**src/design/border_connected_region_fill_assert.svh**
```systemverilog
// ----------------------------------------------------------------------------
// border connected region fill assertion macros
// shared concurrent assertion forms, clocked on aclk, quiet during reset
// ----------------------------------------------------------------------------
`ifndef BORDER_CONNECTED_REGION_FILL_ASSERT_SVH
`define BORDER_CONNECTED_REGION_FILL_ASSERT_SVH

// condition that must hold at every clock edge out of reset
`define BCRF_ASSERT(label, expr, msg) \
    label: assert property (@(posedge aclk) disable iff (!aresetn) (expr)) else $error(msg);

// condition that must hold in the cycle after a trigger
`define BCRF_ASSERT_NEXT(label, cond, expr, msg) \
    label: assert property (@(posedge aclk) disable iff (!aresetn) (cond) |=> (expr)) \
        else $error(msg);

`endif

```
**src/design/bcrf_ram.sv**
```systemverilog
// ----------------------------------------------------------------------------
// bcrf_ram
// generic simple dual port ram, one write and one registered read port
// ----------------------------------------------------------------------------
module bcrf_ram #(
    parameter int WIDTH = 8,
    parameter int DEPTH = 256
) (
    input  logic                     aclk,
    input  logic                     we,
    input  logic [$clog2(DEPTH)-1:0] waddr,
    input  logic [WIDTH-1:0]         wdata,
    input  logic                     re,
    input  logic [$clog2(DEPTH)-1:0] raddr,
    output logic [WIDTH-1:0]         rdata
);

    logic [WIDTH-1:0] mem_reg [DEPTH];
    logic [WIDTH-1:0] rdata_reg;

    always_ff @(posedge aclk) begin
        if (we) begin
            mem_reg[waddr] <= wdata;
        end
        if (re) begin
            rdata_reg <= mem_reg[raddr];
        end
    end

    assign rdata = rdata_reg;

endmodule

```
**config.mk**
```make
export PLATFORM = sky130hd
export DESIGN_NAME = bcrf_ram
export DESIGN_NICKNAME = d
export VERILOG_FILES = /design/src/design/border_connected_region_fill_assert.svh /design/src/design/bcrf_ram.sv
export SDC_FILE = /design/constraint.sdc
export NUM_CORES = 2
export LEC_CHECK = 0
export BUFFER_PORTS_ARGS = -buffer_cell sky130_fd_sc_hd__buf_2
export CAP_MARGIN = 40
export CORE_MARGIN = 4
export CORE_UTILIZATION = 30
export DETAILED_ROUTE_END_ITERATION = 10
export GPL_TIMING_DRIVEN = 0
export PLACE_DENSITY_LB_ADDON = 0.05
export SETUP_SLACK_MARGIN = 0.5
export SLEW_MARGIN = 20
export SYNTH_ARGS = -nofsm -noshare
export SYNTH_HDL_FRONTEND = slang
export SYNTH_SLANG_ARGS = --single-unit
```
**constraint.sdc**
```tcl
create_clock -name aclk -period 3.2 [get_ports aclk]
set_input_delay 0.16 -clock aclk [delete_from_list [all_inputs] [get_ports aclk]]
set_output_delay 0.16 -clock aclk [all_outputs]
set_load 0.05 [all_outputs]
```
# Yosys cells after proc, flatten, opt, wreduce, memory -nomap -nowiden
# Memory sizes are Yosys's and may differ from the RTL's. A register that Yosys moved wholly into a read port is not among the register bits.
# Cells that the tools add are included.
[totals] mem_bits_rw=2048 reg_bits=0 memories=1 inputBits=27
[classes] n_mux=2
[mem_list] memory="mem_reg" depth=256 width=8 read_ports=1 rd_ports_with_merged_regs=1 wr=1 line="bcrf_ram.sv:18" rtl="logic [WIDTH-1:0] mem_reg [DEPTH];"
[op_table] operator="1-bit two-way mux" n=2

# Depth between registers and ports, before layout
[depth] ltp_word=2 ltp_mapped=11 ltp_nobuf=6

# Least setup slack after synthesis
# OpenSTA, ideal clock, no wires.
[synth_timing] path_type="input to register" start="input port raddr[0]" end="register rdata_reg[2] (netlist: rdata[2]) (read register of mem_reg) (data pin)" cell_stages=9 t_required_ns=2.931 t_arrival_ns=1.967 path_slack_ns=0.964 cell_sequence="buf_6 -> buf_12 -> buf_8 -> buf_2 -> mux4_2 -> a22oi_1 -> a21oi_1 -> nor4_1 -> nor4_2"
[synth_lines] item="start: declaration" line="bcrf_ram.sv:14" rtl="input logic [$clog2(DEPTH)-1:0] raddr,"
[synth_lines] item="end: declaration" line="bcrf_ram.sv:19" rtl="logic [WIDTH-1:0] rdata_reg;"

==> summary.txt <==
Worst setup path
  – Kind of critical path: input pin to register
  – Critical Path RT: 3.85 ns
  – Reg-to-reg critical path startpoint: mem_reg[51][4]$_DFFE_PP_
  – Crit path launch type: input pin
  – Worst R2R Setup Slack: 0.53 ns
  – Critical R2R Capture: rdata[4]$_DFFE_PP_
  – R2R depth: 7
  – CP max FO: 10
  – WP data arrival: 3.44 ns
  – Setup crit end kind: register

CTS
  – Clock Latency Late Sink: 0.90 ns
  – Clock tree sinks: 2056
  – Max clock buf depth: 3
  – Worst-path clk slew: 0.06 ns
  – H-Tree Depth: 4
  – TritonCTS clock tree: built
  – Num CTS Buffers: 227
  – CTS Root Cell: clkbuf_16

Timing
  – RSZ-0062 raised after global routing: true
  – FMAX: 0.359 GHz
  – Relative slew slack: 40.0%
  – Setup violations, final: 0
  – Clock skew: 0.0553 ns
  – Measured slew at the worst slew-check pin: 0.896 ns
  – Max Slew Vio Count: 0
  – Final period util: 87.0%
  – Final setup margin: 0.415 ns
  – Min Tclk post-route: 2.79 ns
  – Final Hold Fails: 0
  – Hold slack: 0.104 ns

Logic synthesis
  – Post-Syn Area: 79600 um2
  – EDFF count, synth: 2056
  – Yosys cell types: 54
  – Mapped Nets: 3760
  – Flop and latch count out of synthesis: 2056
  – Yosys warnings: 0
  – Cells after Synth: 3733
  – Sequential share of the synthesized area: 77.5%
  – Share of flip-flops with an asynchronous set or reset: 0%
  – Avg Synthesized Cell Area: 21.3 um2
  – Most used flip-flop cell after synthesis: edfxtp_1

Layout
  – Most common cell after layout, fill and taps aside: edfxtp_1
  – Final instance area: 95400 um2
  – Flip-flop count of the largest register after layout: 2048
  – Leading cell types in the layout, fill and taps excluded: edfxtp_1, mux4_2, buf_4, nor2_1, clkbuf_16
  – Area Overhead vs Synth: 19.8%
  – Share of layout cells above drive strength 1: 30.5%
  – Nets: 4338

GRT
  – Final global-route overflow total: 0
  – Total GRT Usage: 21.5%
  – Initial antenna violation count: 30
  – M2 GR Usage: 35.0%
  – First-pass GRT wire length: 394000 um
  – Pin count of the biggest net entering global routing: 108
  – GR Util met1: 30.5%
  – Layer with the highest usage: met2
  – Vias in the first global route: 41855
  – Met3 Track Usage GR: 3.37%

Power and ir drop
  – Clock power share: 43.3%
  – Sequential power share: 50.5%
  – Psw: 13700 uW
  – Leak: 0.0299 uW
  – Comb power frac: 6.3%
  – Sw frac: 23.2%
  – Internal power: 45200 uW
  – Worst IR Drop VDD: 558 uV
  – PD cells: 617 nW/um2

Status
  – Status: completed

Detailed routing
  – DRC Markers: 0
  – Antenna-violating nets left: 0
  – Vias: 41612
  – Initial DRC count: 4509
  – Via/cell ratio: 5.19
  – DRT Pass-1 Iters: 5
  – Post-Route WL: 297000 um
  – DR WL/cell: 37.1 um

Floorplan
  – FP Rows: 188
  – Die ar.: 274000 um2
  – Die height: 523 um
  – Starting Density: 30.3%
  – Ports: 35
  – Placeable core area: 263000 um2
  – Die Wd: 523 um

Placed design
  – RD Place Congestion: 0.845
  – IO Port Bufs: 27
  – DP HPWL: 210000 um
  – Cell Area, Placed: 87200 um2
  – Setup Slack @ Placement: -1.80 ns

Min path
  – Worst Hold Depth: 3
  – Hold Path Origin: waddr[2]
  – Hold Crit Class: input pin to register
  – Hold Path End: mem_reg[157][0]$_DFFE_PP_

Flow run
  – Max-cap violations: 0
-- power by group through the flow --
stage	Sequential [uW]	Combinational, uW	Clock (uW)
2_1_floorplan	30300	1440	0
3_3_place_gp	30400	3440	0
3_5_place_dp	30300	3670	0
4_1_cts	29700	3750	26100
5_1_grt	29700	3830	27300
6_report	29700	3710	25500
-- metrics by stage --
stage,setup TNS [ns],total power [uW],util [%],instances
4_1_cts,0,59600,36.1,7958
3_3_place_gp,-5298.36,33900,32.0,7275
5_1_grt,0,60900,36.2,8019
3_5_place_dp,-88.41,34000,33.1,7531
6_report,0,58900,36.2,8024
2_1_floorplan,0,31800,-,3733
-- worst max path at each step --
stage                               to  startpoint  slack, ns
finish              rdata[4]$_DFFE_PP_    raddr[5]       0.41
global placement    rdata[4]$_DFFE_PP_    raddr[2]      -3.47
detailed placement  rdata[2]$_DFFE_PP_    raddr[2]      -1.80
global route        rdata[5]$_DFFE_PP_    raddr[1]       0.45
floorplan           rdata[2]$_DFFE_PP_    raddr[0]       0.96
CTS                 rdata[2]$_DFFE_PP_    raddr[0]       0.40
-- what timing repair did --
item | CTS | global route
endpoints found under the hold margin | 576 | 0
hold buffers | 9 | 0
resized for setup | 119 | 13
gates cloned | 0 | 0
setup endpoints to repair | 24 | 28
buffers inserted | 1 | 4
pin swaps | 8 | 2
-- routing by layer --
layer  wire [um]  up-vias
met4        6350        4
met2      143000     1327
met3       15300      307
met5          26        -
met1      133000    23029
li1            -    16945
-- critical path, cell delays in order --
cell and delay [ns]:
buf_2 0.34, buf_2 0.57, nand2b_1 0.40, clkbuf_1 0.68, a21oi_1 0.24, nor4_4 0.50
buf_4 0.26, nor4_1 0.08, buf_2 0.16
-- cell type report --
class / instances / area (um2)
Antenna cell: 10 / 25.0
Clock buffer: 281 / 5900
Tap cell: 3515 / 4400
Fill cell: 24265 / 168000
Buffer: 233 / 1640
Clock inverter: 136 / 1260
Timing Repair Buffer: 349 / 3510
Multi-Input combinational cell: 1442 / 16900
Sequential cell: 2056 / 61700
Inverter: 2 / 8.76
-- Yosys cell counts (all sizes together), types with 14 or more instances --
library cell | instances | share of area (%)
a211oi | 16 | 0.15
a21oi | 96 | 0.60
a221oi | 14 | 0.16
a22oi | 133 | 1.3
buf | 122 | 1.3
clkbuf | 111 | 0.52
edfxtp | 2056 | 78
mux2i | 134 | 1.7
mux4 | 456 | 13
nand2 | 33 | 0.16
nand3 | 34 | 0.21
nor2 | 282 | 1.3
nor2b | 31 | 0.24
nor3 | 22 | 0.14
nor4 | 27 | 0.24
o221ai | 47 | 0.52
o22ai | 28 | 0.22
-- logic make-up after synthesis --
kind of cell	Yosys count	share of synthesized area [%]
simple gates	466	2.63
flops	2056	77.5
buf+inv	235	1.83
compound gates	385	3.42
mux	591	14.6
No activity file was read; power rests on OpenSTA's default activity.
